**src/bdd_pkg.sv**
```systemverilog
// Shared types and constants for the bounded deque with delete.
package bdd_pkg;

	localparam int CAPACITY_DEF  = 16;
	localparam int DATA_BITS_DEF = 32;
	localparam int OPCODE_W      = 3;
	localparam int VALUE_W       = 32;
	localparam int STATUS_W      = 2;
	localparam int COUNT_W       = 5;
	localparam int WIDE_W        = 64;
	localparam int S_TDATA_W     = 40;
	localparam int M_TDATA_W     = 40;

	typedef enum logic [OPCODE_W-1:0] {
		OP_PUSH_FRONT = 3'd0,
		OP_PUSH_BACK  = 3'd1,
		OP_POP_FRONT  = 3'd2,
		OP_POP_BACK   = 3'd3,
		OP_DELETE     = 3'd4,
		OP_DUMP_FWD   = 3'd5,
		OP_DUMP_BACK  = 3'd6
	} opcode_t;

	typedef enum logic [STATUS_W-1:0] {
		STAT_OK        = 2'd0,
		STAT_EMPTY     = 2'd1,
		STAT_NOT_FOUND = 2'd2,
		STAT_FULL      = 2'd3
	} status_t;

	typedef enum logic [2:0] {
		S_IDLE,
		S_ALLOC,
		S_PUSH,
		S_POP,
		S_DEL,
		S_DUMP,
		S_EMIT
	} state_t;

endpackage

```
**src/bounded_deque_with_delete_top.sv**
```systemverilog
// Top level of the bounded doubly linked deque with delete by value.
//
// The list lives in memories for the entry values and for the next and previous
// links, each with one write port and one registered read port, so the block walks
// the list one entry per cycle while the output side does not stall, and takes one
// transaction at a time. A push passes through S_PUSH, after S_ALLOC when it reuses
// a freed slot; a pop passes through S_POP; a delete stays in S_DEL for each entry
// compared, the match included; a dump gives one result per cycle unless the output
// stalls. Failed operations on an empty or full list go straight to S_EMIT.
module bounded_deque_with_delete_top
	import bdd_pkg::*;
#(
	parameter int CAPACITY  = CAPACITY_DEF,
	parameter int DATA_BITS = DATA_BITS_DEF
) (
	input  logic                 clk,
	input  logic                 arst_n,
	input  logic                 s_tvalid,
	output logic                 s_tready,
	// opcode [2:0], value [34:3], zero fill above
	input  logic [S_TDATA_W-1:0] s_tdata,
	output logic                 m_tvalid,
	input  logic                 m_tready,
	// value_out [31:0], status [33:32], entry_count [38:34], zero fill above
	output logic [M_TDATA_W-1:0] m_tdata,
	output logic                 m_tlast
);

	localparam int IW = $clog2(CAPACITY);
	localparam int CW = $clog2(CAPACITY + 1);

	state_t state_q, state_d;

	logic [CW-1:0]        count_q, fresh_q, free_top_q, idx_q;
	logic [IW-1:0]        head_q, tail_q, cur_q;
	opcode_t              op_q;
	logic [DATA_BITS-1:0] val_q;
	status_t              st_q;

	logic                 m_tvalid_q;
	logic [VALUE_W-1:0]   out_value_q;
	status_t              out_status_q;
	logic                 out_last_q;
	logic [COUNT_W-1:0]   out_count_q;

	opcode_t              in_op;
	logic [VALUE_W-1:0]   in_value;
	logic [WIDE_W-1:0]    in_ext;
	logic                 s_fire, out_free, out_load, hit, at_last, dump_back;

	logic [IW-1:0]        rd_addr;
	logic                 val_we, nxt_we, prv_we, free_we;
	logic [IW-1:0]        val_waddr, nxt_waddr, prv_waddr, free_waddr, free_raddr;
	logic [IW-1:0]        nxt_wdata, prv_wdata;
	logic [DATA_BITS-1:0] val_rd;
	logic [IW-1:0]        nxt_rd, prv_rd, free_rd;
	logic [WIDE_W-1:0]    dump_ext;

	assign in_op     = opcode_t'(s_tdata[OPCODE_W-1:0]);
	assign in_value  = s_tdata[OPCODE_W+VALUE_W-1:OPCODE_W];
	assign in_ext    = WIDE_W'(signed'(in_value));
	assign s_tready  = (state_q == S_IDLE);
	assign s_fire    = s_tvalid && s_tready;
	assign out_free  = !m_tvalid_q || m_tready;
	assign out_load  = out_free && (state_q == S_DUMP || state_q == S_EMIT);
	assign hit       = (val_rd == val_q);
	assign at_last   = ((idx_q + CW'(1)) == count_q);
	assign dump_back = (op_q == OP_DUMP_BACK);
	assign dump_ext  = WIDE_W'(signed'(val_rd));

	bdd_ram #(.WIDTH(DATA_BITS), .DEPTH(CAPACITY)) u_val_ram (
		.clk(clk), .we(val_we), .waddr(val_waddr), .wdata(val_q),
		.raddr(rd_addr), .rdata(val_rd)
	);

	bdd_ram #(.WIDTH(IW), .DEPTH(CAPACITY)) u_nxt_ram (
		.clk(clk), .we(nxt_we), .waddr(nxt_waddr), .wdata(nxt_wdata),
		.raddr(rd_addr), .rdata(nxt_rd)
	);

	bdd_ram #(.WIDTH(IW), .DEPTH(CAPACITY)) u_prv_ram (
		.clk(clk), .we(prv_we), .waddr(prv_waddr), .wdata(prv_wdata),
		.raddr(rd_addr), .rdata(prv_rd)
	);

	bdd_ram #(.WIDTH(IW), .DEPTH(CAPACITY)) u_free_ram (
		.clk(clk), .we(free_we), .waddr(free_waddr), .wdata(cur_q),
		.raddr(free_raddr), .rdata(free_rd)
	);

	always_comb begin
		state_d = state_q;
		unique case (state_q)
			S_IDLE: begin
				if (s_fire) begin
					case (in_op)
						OP_PUSH_FRONT, OP_PUSH_BACK: begin
							if (count_q == CW'(CAPACITY)) state_d = S_EMIT;
							else if (free_top_q != '0) state_d = S_ALLOC;
							else state_d = S_PUSH;
						end
						OP_POP_FRONT, OP_POP_BACK: begin
							state_d = (count_q == '0) ? S_EMIT : S_POP;
						end
						OP_DELETE: begin
							state_d = (count_q == '0) ? S_EMIT : S_DEL;
						end
						OP_DUMP_FWD, OP_DUMP_BACK: begin
							state_d = (count_q == '0) ? S_EMIT : S_DUMP;
						end
						default: state_d = S_IDLE;
					endcase
				end
			end
			S_ALLOC: state_d = S_PUSH;
			S_PUSH:  state_d = S_EMIT;
			S_POP:   state_d = S_EMIT;
			S_DEL: begin
				if (hit || at_last) state_d = S_EMIT;
			end
			S_DUMP: begin
				if (out_free && at_last) state_d = S_IDLE;
			end
			S_EMIT: begin
				if (out_free) state_d = S_IDLE;
			end
			default: state_d = S_IDLE;
		endcase
	end

	always_comb begin
		rd_addr    = cur_q;
		val_we     = 1'b0;
		nxt_we     = 1'b0;
		prv_we     = 1'b0;
		free_we    = 1'b0;
		val_waddr  = cur_q;
		nxt_waddr  = cur_q;
		prv_waddr  = cur_q;
		nxt_wdata  = head_q;
		prv_wdata  = tail_q;
		free_waddr = free_top_q[IW-1:0];
		free_raddr = IW'(free_top_q - CW'(1));
		unique case (state_q)
			S_IDLE: begin
				rd_addr = (in_op == OP_DUMP_BACK || in_op == OP_POP_BACK) ? tail_q : head_q;
			end
			S_PUSH: begin
				val_we = 1'b1;
				if (count_q != '0) begin
					nxt_we = 1'b1;
					prv_we = 1'b1;
					if (op_q == OP_PUSH_FRONT) begin
						nxt_waddr = cur_q;
						nxt_wdata = head_q;
						prv_waddr = head_q;
						prv_wdata = cur_q;
					end else begin
						prv_waddr = cur_q;
						prv_wdata = tail_q;
						nxt_waddr = tail_q;
						nxt_wdata = cur_q;
					end
				end
			end
			S_POP: begin
				free_we = 1'b1;
			end
			S_DEL: begin
				rd_addr = nxt_rd;
				if (hit) begin
					free_we = 1'b1;
					if (idx_q != '0 && !at_last) begin
						nxt_we    = 1'b1;
						nxt_waddr = prv_rd;
						nxt_wdata = nxt_rd;
						prv_we    = 1'b1;
						prv_waddr = nxt_rd;
						prv_wdata = prv_rd;
					end
				end
			end
			S_DUMP: begin
				if (out_free && !at_last) rd_addr = dump_back ? prv_rd : nxt_rd;
			end
			default: rd_addr = cur_q;
		endcase
	end

	always_ff @(posedge clk or negedge arst_n) begin
		if (!arst_n) begin
			state_q    <= S_IDLE;
			count_q    <= '0;
			fresh_q    <= '0;
			free_top_q <= '0;
			head_q     <= '0;
			tail_q     <= '0;
			m_tvalid_q <= 1'b0;
		end else begin
			state_q <= state_d;
			if (out_load) m_tvalid_q <= 1'b1;
			else if (m_tready) m_tvalid_q <= 1'b0;
			unique case (state_q)
				S_IDLE: begin
					if (s_fire && (in_op == OP_PUSH_FRONT || in_op == OP_PUSH_BACK)
					    && count_q != CW'(CAPACITY) && free_top_q == '0) begin
						fresh_q <= fresh_q + CW'(1);
					end
				end
				S_ALLOC: free_top_q <= free_top_q - CW'(1);
				S_PUSH: begin
					count_q <= count_q + CW'(1);
					if (count_q == '0) begin
						head_q <= cur_q;
						tail_q <= cur_q;
					end else if (op_q == OP_PUSH_FRONT) begin
						head_q <= cur_q;
					end else begin
						tail_q <= cur_q;
					end
				end
				S_POP: begin
					count_q    <= count_q - CW'(1);
					free_top_q <= free_top_q + CW'(1);
					if (count_q > CW'(1)) begin
						if (op_q == OP_POP_FRONT) head_q <= nxt_rd;
						else tail_q <= prv_rd;
					end
				end
				S_DEL: begin
					if (hit) begin
						count_q    <= count_q - CW'(1);
						free_top_q <= free_top_q + CW'(1);
						if (idx_q == '0) begin
							if (count_q > CW'(1)) head_q <= nxt_rd;
						end else if (at_last) begin
							tail_q <= prv_rd;
						end
					end
				end
				default: ;
			endcase
		end
	end

	always_ff @(posedge clk) begin
		unique case (state_q)
			S_IDLE: begin
				if (s_fire) begin
					op_q  <= in_op;
					val_q <= in_ext[DATA_BITS-1:0];
					idx_q <= '0;
					if (in_op == OP_PUSH_FRONT || in_op == OP_PUSH_BACK) begin
						st_q  <= (count_q == CW'(CAPACITY)) ? STAT_FULL : STAT_OK;
						cur_q <= fresh_q[IW-1:0];
					end else begin
						st_q  <= (count_q == '0) ? STAT_EMPTY : STAT_OK;
						cur_q <= (in_op == OP_DUMP_BACK || in_op == OP_POP_BACK) ? tail_q : head_q;
					end
				end
			end
			S_ALLOC: cur_q <= free_rd;
			S_DEL: begin
				if (!hit) begin
					if (at_last) begin
						st_q <= STAT_NOT_FOUND;
					end else begin
						cur_q <= nxt_rd;
						idx_q <= idx_q + CW'(1);
					end
				end
			end
			S_DUMP: begin
				if (out_free) begin
					out_value_q  <= dump_ext[VALUE_W-1:0];
					out_status_q <= STAT_OK;
					out_last_q   <= at_last;
					out_count_q  <= COUNT_W'(count_q);
					if (!at_last) begin
						cur_q <= dump_back ? prv_rd : nxt_rd;
						idx_q <= idx_q + CW'(1);
					end
				end
			end
			S_EMIT: begin
				if (out_free) begin
					out_value_q  <= '0;
					out_status_q <= st_q;
					out_last_q   <= 1'b1;
					out_count_q  <= COUNT_W'(count_q);
				end
			end
			default: cur_q <= cur_q;
		endcase
	end

	assign m_tvalid = m_tvalid_q;
	assign m_tlast  = out_last_q;
	assign m_tdata  = {1'b0, out_count_q, out_status_q, out_value_q};

endmodule

```
**src/bdd_ram.sv**
```systemverilog
// Single-port-write, single-port-read memory with registered read data.
module bdd_ram
	import bdd_pkg::*;
#(
	parameter int WIDTH = 4,
	parameter int DEPTH = CAPACITY_DEF
) (
	input  logic                     clk,
	input  logic                     we,
	input  logic [$clog2(DEPTH)-1:0] waddr,
	input  logic [WIDTH-1:0]         wdata,
	input  logic [$clog2(DEPTH)-1:0] raddr,
	output logic [WIDTH-1:0]         rdata
);

	logic [WIDTH-1:0] mem_q [DEPTH];

	always_ff @(posedge clk) begin
		if (we) begin
			mem_q[waddr] <= wdata;
		end
		rdata <= mem_q[raddr];
	end

endmodule

```
**config.mk**
```make
export PLATFORM = sky130hd
export DESIGN_NAME = bounded_deque_with_delete_top
export DESIGN_NICKNAME = d
export VERILOG_FILES = /design/src/bdd_pkg.sv /design/src/bounded_deque_with_delete_top.sv /design/src/bdd_ram.sv
export SDC_FILE = /design/constraint.sdc
export NUM_CORES = 1
export LEC_CHECK = 0
export BUFFER_PORTS_ARGS = -buffer_cell sky130_fd_sc_hd__clkbuf_2
export CAP_MARGIN = 30
export CORE_MARGIN = 4
export CORE_UTILIZATION = 56
export DETAILED_ROUTE_END_ITERATION = 7
export PLACE_DENSITY = 0.76
export SYNTH_ARGS = -nofsm -noshare
export SYNTH_HDL_FRONTEND = slang
export SYNTH_SLANG_ARGS = --single-unit
```
**constraint.sdc**
```tcl
create_clock -name clk -period 4 [get_ports clk]
set_clock_uncertainty 0.1 [all_clocks]
set_input_delay 0.8 -clock clk [delete_from_list [all_inputs] [get_ports clk]]
set_output_delay 0.8 -clock clk [all_outputs]
set_load 0.1 [all_outputs]
```
==> impl_metrics.env, run 1 <==
export IMPL_timing_final_ws_setup_ns=0.120
export IMPL_grtUsageTotal_pct=24.5
export IMPL_ys_seq_elements=860
export IMPL_place_ws_ns=-0.0945
export IMPL_drtIter0Drc=2024
export IMPL_rsz0062_at_grt="no"
export IMPL_path_clk_slew_ns=0.06
export IMPL_final_common_cell="edfxtp_1"
export IMPL_grt_use_met2_pct=40.6
export IMPL_area_growth_pct=16.4
export IMPL_synth_compound_area_share_pct=5.41
export IMPL_finish_instance_area_sq_um=39600
export IMPL_tritoncts="built"
export IMPL_grt_pass1_wl_mm=118
export IMPL_setup_viol=0
export IMPL_fin_crit_ns=3.88
export IMPL_drive_above_1_share_pct=19.5
export IMPL_synthDistinctLibCells=65
export IMPL_cts_made_buffers=85
export IMPL_ir_worst_vdd_v=0.000753
export IMPL_drt_total_wl_mm=80.1
export IMPL_die_x_um=255
export IMPL_synth_main_ff_cell="edfxtp_1"
export IMPL_ctsHoldBuffers=0
export IMPL_dr_pass1_iters=6
export IMPL_gp_congestion=0.904
export IMPL_grt_start_max_net_pins=49
export IMPL_grt_pass1_vias=19500
export IMPL_crit_arrival_ns=4.24
export IMPL_setup_worst_path_start="idx_q[0]$_SDFFCE_PN0P_"
export IMPL_rows=90
export IMPL_synthMuxAreaShare_pct=11.3
export IMPL_reg2reg_to="u_nxt_ram.rdata[3]$_DFF_P_"
export IMPL_syn_area_sq_um=34000
export IMPL_htree_levels=3
export IMPL_antenna_found_initial=2
export IMPL_clock_sinks=860
export IMPL_dp_cells=2980
export IMPL_r2r_start="idx_q[0]$_SDFFCE_PN0P_"
export IMPL_async_flop_share_pct=3.02
export IMPL_drv_slew=0
export IMPL_relSlewSlack_pct=39.0
export IMPL_rr_worst_depth=12
export IMPL_min_period_over_period_pct=97.0
export IMPL_fin_cells=3141
export IMPL_routedWlPerCell_um=25.5
export IMPL_num_antenna_cells=0
export IMPL_dpl_hpwl_mm=46.4
export IMPL_placed_area_sq_um=36700
export IMPL_synth_top_cell_area_share_pct=69.7
export IMPL_num_nets_final=2346
export IMPL_coreArea_sq_um=60200
export IMPL_synth_top_family_by_area="multiplexers"
export IMPL_vias=19500
export IMPL_ys_seq_area_share_pct=74.2
export IMPL_synthSimpleGateAreaFrac_pct=5.29
export IMPL_synth_nets=2108
export IMPL_synthTopCellsByArea="edfxtp_1, mux2i_1, o22ai_1"
export IMPL_r2r_slack_ns=0.12
export IMPL_viasPerCell=6.21
export IMPL_totalNegativeSetupSlack_ns=0
export IMPL_cp_end_kind="flip-flop"
export IMPL_final_cell_mix="edfxtp_1, mux2i_1, o22ai_1, buf_4, nor2_1"
export IMPL_postLayoutCoreUtil_pct=65.7
export IMPL_port_buffers=80
export IMPL_cp_max_fo=48
export IMPL_leakage_nw=14.2
export IMPL_timing_fmax_ghz=0.258
export IMPL_pwr_density_cell_nw_per_um2=915
export IMPL_synth_edff_count=790
export IMPL_tightest_slew_ns=0.914
export IMPL_cts_max_path_buffers=3
export IMPL_met3_usage_pct=4.40
export IMPL_critPathKind="flip-flop to flip-flop"
export IMPL_route_detailed_drc=0
export IMPL_overflow=0
export IMPL_drv_cap=0
export IMPL_ios=87
export IMPL_syn_inst=2053
export IMPL_die_area_sq_um=64800
export IMPL_finalHoldViolations=0
export IMPL_syn_avg_cell_area_sq_um=16.6
export IMPL_top_usage_layer="met2"
export IMPL_cp_start_kind="flip-flop"
export IMPL_outcome="completed"
export IMPL_synth_xor_area_share_pct=1.61
export IMPL_start_util_pct=56.5
export IMPL_yosys_warnings=0
export IMPL_worst_ep_required_time_ns=4.36
export IMPL_clock_latency_ns=0.65
export IMPL_crit_end="u_nxt_ram.rdata[3]$_DFF_P_"
export IMPL_die_h_um=255
export IMPL_globalRouteMet1Util_pct=33.2
export IMPL_synth_fa_ha_area_share_pct=0.404
export IMPL_hold_class="input port to asynchronous set/reset pin"
export IMPL_synth_area_leader_cell="edfxtp_1"
export IMPL_ant_nets=0
export IMPL_cts_root_buf="clkbuf_16"
[what timing repair did]
item / in CTS / in global routing
endpoints found under the setup margin: 0 / 119
gates resized for setup: 0 / 7
buffers inserted: 0 / 5
[cells by family (layout without fill, tap and decap cells)]
family	after synthesis	after routing
and+or+nand+nor	345	345
AOI/OAI and AO/OA	286	286
muxes	358	358
other	1	1
xor gates and xnor gates	60	60
adders and majority gates	11	11
buffers and inverters	132	438
DFF	860	860
[worst min path at each step]
stage | to | slack, ns | depth (start not counted)
after floorplan | out_count_q[3]$_DFFE_PP_ | 0.32 | 0
after global placement | free_top_q[4]$_DFFE_PN0P_ | 0.36 | 1
after detailed placement | free_top_q[4]$_DFFE_PN0P_ | 0.37 | 1
after CTS | fresh_q[1]$_DFFE_PN0P_ | 0.11 | 1
after global routing | fresh_q[1]$_DFFE_PN0P_ | 0.16 | 1
final | fresh_q[1]$_DFFE_PN0P_ | 0.13 | 1
[registers in the layout, indices dropped and copies added (netlist names), 2 cells and up]
| name | count |
|---|---|
| state_q | 3 |
| u_nxt_ram.rdata | 4 |
| op_q | 3 |
| u_free_ram.mem_q | 64 |
| free_top_q | 5 |
| out_count_q | 5 |
| u_prv_ram.rdata | 4 |
| out_value_q | 32 |
| u_val_ram.rdata | 32 |
| val_q | 32 |
| st_q | 2 |
| count_q | 5 |
| head_q | 4 |
| out_status_q | 2 |
| idx_q | 5 |
| u_prv_ram.mem_q | 64 |
| u_nxt_ram.mem_q | 64 |
| u_val_ram.mem_q | 512 |
| cur_q | 4 |
| fresh_q | 4 |
| u_free_ram.rdata | 4 |
| tail_q | 4 |
[synthesized netlist by cell type (6+ instances only)]
cell type / count
nor2_1: 105
nand2b_1: 16
a31oi_1: 7
nand4_1: 9
edfxtp_1: 790
or4_1: 42
buf_1: 7
mux4_2: 20
o22ai_1: 164
xor2_1: 43
a21o_1: 7
a222oi_1: 13
a21oi_1: 44
and2_1: 35
nand2_1: 58
nor3_1: 16
o21ai_0: 19
mux2_2: 6
buf_4: 7
buf_6: 6
buf_2: 32
dfrtp_1: 26
dfxtp_1: 44
or3_1: 8
mux2i_1: 332
ha_1: 11
clkbuf_1: 58
nor4_1: 10
xnor2_1: 15
nand3_1: 15
inv_1: 21
[worst max-delay path, stage by stage, from the launching register on]
cell,delay [ns]
edfxtp_1,0.41
inv_1,0.09
ha_1,0.33
xnor2_1,0.18
nand3_2,0.12
or3_4,0.39
a221o_1,0.38
a221oi_4,0.28
buf_12,0.16
buf_12,0.29
mux2i_1,0.28
o22ai_1,0.10
or4_1,0.57
[power breakdown]
part           total (mW)  internal, mW  switching, mW
Sequential           12.5          11.7          0.828
Clock                7.90          4.58           3.32
Combinational        15.9          6.06           9.79
Total                36.2          22.3           13.9
[metrics by stage]
| stage | power, mW | hold slack [ns] |
|---|---|---|
| 6_report | 36.2 | 0.127 |
| 4_1_cts | 36.0 | 0.114 |
| 3_5_place_dp | 28.0 | 0.365 |
| 3_3_place_gp | 27.7 | 0.360 |
| 2_1_floorplan | 23.0 | 0.320 |
| 5_1_grt | 37.7 | 0.164 |
[final cells by class]
cell class,count,area (sq um)
clock buffer,115,2340
clock inverter,40,442
sequential,860,25300
tap,782,978
multi-input combinational,1061,8400
fill,3859,20600
timing repair buffer,261,2100
inverter,22,82.6
[metal layers]
metal	vias to the layer above	wire [um]	share of wire, %
li1	8561	-	-
met1	9776	31700	40
met2	984	39000	49
met3	174	6980	8.7
met4	0	2380	3.0
met5	-	0	0
Power figures use the tool's default switching activity.
==> inputs of run 2 (changes only) <==
--- a/config.mk
+++ b/config.mk
@@ -8,9 +8,8 @@
 export BUFFER_PORTS_ARGS = -buffer_cell sky130_fd_sc_hd__clkbuf_2
 export CAP_MARGIN = 30
 export CORE_MARGIN = 4
-export CORE_UTILIZATION = 56
+export CORE_UTILIZATION = 44
 export DETAILED_ROUTE_END_ITERATION = 7
-export PLACE_DENSITY = 0.76
 export SYNTH_ARGS = -nofsm -noshare
 export SYNTH_HDL_FRONTEND = slang
 export SYNTH_SLANG_ARGS = --single-unit
==> impl_metrics.env, run 2 (synthesis gave the netlist of run 1 again) <==
export IMPL_clock_sinks=860
export IMPL_antenna_found_initial=1
export IMPL_grt_start_max_net_pins=41
export IMPL_timing_fmax_ghz=0.258
export IMPL_hold_class="input port to asynchronous set/reset pin"
export IMPL_die_h_um=286
export IMPL_ctsHoldBuffers=0
export IMPL_setup_viol=0
export IMPL_htree_levels=3
export IMPL_path_clk_slew_ns=0.06
export IMPL_area_growth_pct=19.6
export IMPL_drtIter0Drc=1702
export IMPL_ios=87
export IMPL_grt_pass1_vias=19300
export IMPL_cts_made_buffers=92
export IMPL_clock_latency_ns=0.65
export IMPL_drt_total_wl_mm=83.9
export IMPL_final_cell_mix="edfxtp_1, mux2i_1, o22ai_1, buf_4, clkbuf_16"
export IMPL_power_mw=37.5
export IMPL_multi_input_area_sq_um=8430
export IMPL_cts_root_buf="clkbuf_16"
export IMPL_rsz0062_at_grt="yes"
export IMPL_leakage_nw=14.6
export IMPL_cts_max_path_buffers=3
export IMPL_num_nets_final=2376
export IMPL_grtUsageTotal_pct=20.2
export IMPL_timing_final_ws_setup_ns=0.128
export IMPL_gp_congestion=0.885
export IMPL_num_antenna_cells=0
export IMPL_final_common_cell="edfxtp_1"
export IMPL_route_detailed_drc=0
export IMPL_overflow=0
export IMPL_worst_ep_required_time_ns=4.39
export IMPL_tritoncts="built"
export IMPL_fill_cells=6127
export IMPL_viasPerCell=5.61
export IMPL_grt_pass1_wl_mm=123
export IMPL_seqCellArea_sq_um=25300
export IMPL_start_util_pct=44.6
export IMPL_regMostFlops="u_val_ram.mem_q"
export IMPL_routedWlPerCell_um=24.5
export IMPL_coreArea_sq_um=76300
export IMPL_ant_nets=0
export IMPL_rows=101
export IMPL_totalNegativeSetupSlack_ns=0
export IMPL_vias=19200
export IMPL_finalHoldViolations=0
export IMPL_pwr_density_cell_nw_per_um2=921
export IMPL_fin_cells=3428
export IMPL_fin_crit_ns=3.87
export IMPL_tightest_slew_ns=0.938
export IMPL_drv_cap=0
export IMPL_die_area_sq_um=81900
export IMPL_relSlewSlack_pct=37.5
export IMPL_largest_reg_flops=512
export IMPL_place_ws_ns=-0.109
export IMPL_ir_worst_vdd_v=0.000686
export IMPL_die_x_um=286
export IMPL_cp_start_kind="flip-flop"
export IMPL_dr_pass1_iters=6
export IMPL_cp_max_fo=13
export IMPL_cp_end_kind="flip-flop"
export IMPL_port_buffers=80
export IMPL_min_period_over_period_pct=96.8
export IMPL_dp_cells=3238
export IMPL_hold_ws_ns=0.110
export IMPL_critPathKind="flip-flop to flip-flop"
export IMPL_drv_slew=0
export IMPL_outcome="completed"
export IMPL_dpl_hpwl_mm=49.6
export IMPL_crit_arrival_ns=4.27
export IMPL_drive_above_1_share_pct=20.8
-- run 2: area by class of cell --
| class | instances | share of cell area (%) |
|---|---|---|
| tap | 1030 | 3.17 |
| multi-input combinational | 1061 | 20.7 |
| clock buffer | 115 | 6.04 |
| sequential | 860 | 62.1 |
| inverter | 22 | 0.203 |
| timing repair buffer | 284 | 6.24 |
| clock inverter | 56 | 1.57 |
-- run 2: final timing paths --
path / start / endpoint / slack, ns / cells after the start
min reg2reg: fresh_q[3]$_DFFE_PN0P_ / fresh_q[3]$_DFFE_PN0P_ / 0.38 / 1
max reg2reg: idx_q[0]$_SDFFCE_PN0P_ / u_prv_ram.rdata[3]$_DFF_P_ / 0.13 / 13
max: idx_q[0]$_SDFFCE_PN0P_ / u_prv_ram.rdata[3]$_DFF_P_ / 0.13 / 13
max in group asynchronous: arst_n / tail_q[0]$_DFFE_PN0P_ / 3.21 / 1
min: arst_n / state_q[0]$_DFFE_PN0P_ / 0.11 / 1
min in group clk: s_tdata[16] / val_q[13]$_DFFE_PP_ / 0.23 / 1
-- run 2: metal layers --
metal	up-vias	routed length [um]	track usage (%)
li1	8645	-	-
met1	9762	36300	28.3
met2	687	40100	32.7
met3	144	5520	3.26
met4	0	2040	6.17
met5	-	0	0
-- run 2: timing repair --
item | in CTS | in global routing
pin swaps | 1 | 11
resized for setup | 1 | 16
gates cloned | 0 | 2
endpoints found under the setup margin | 89 | 162
setup buffers | 1 | 16
-- run 2: where the power goes --
part           switching (mW)  leakage, nW  internal, mW
sequential              0.806         7.86          11.7
clock                    3.47         1.51          5.10
combinational            10.0         5.20          6.45
-- run 2: critical path: stages (launching register included) --
cell and delay, ns:
edfxtp_1 0.43, inv_1 0.12, ha_1 0.26, xnor2_1 0.16
nand3_1 0.14, or3_4 0.42, a221o_1 0.35, a221oi_4 0.27
buf_4 0.17, buf_12 0.19, buf_8 0.17, mux2i_1 0.23
o22ai_1 0.13, or4_1 0.57
-- run 2: stage by stage --
step	util [%]	area (sq um)
2_1_floorplan	-	34100
3_3_place_gp	48.9	37300
3_5_place_dp	48.9	37300
4_1_cts	53.0	40400
5_1_grt	53.3	40700
6_report	53.3	40700
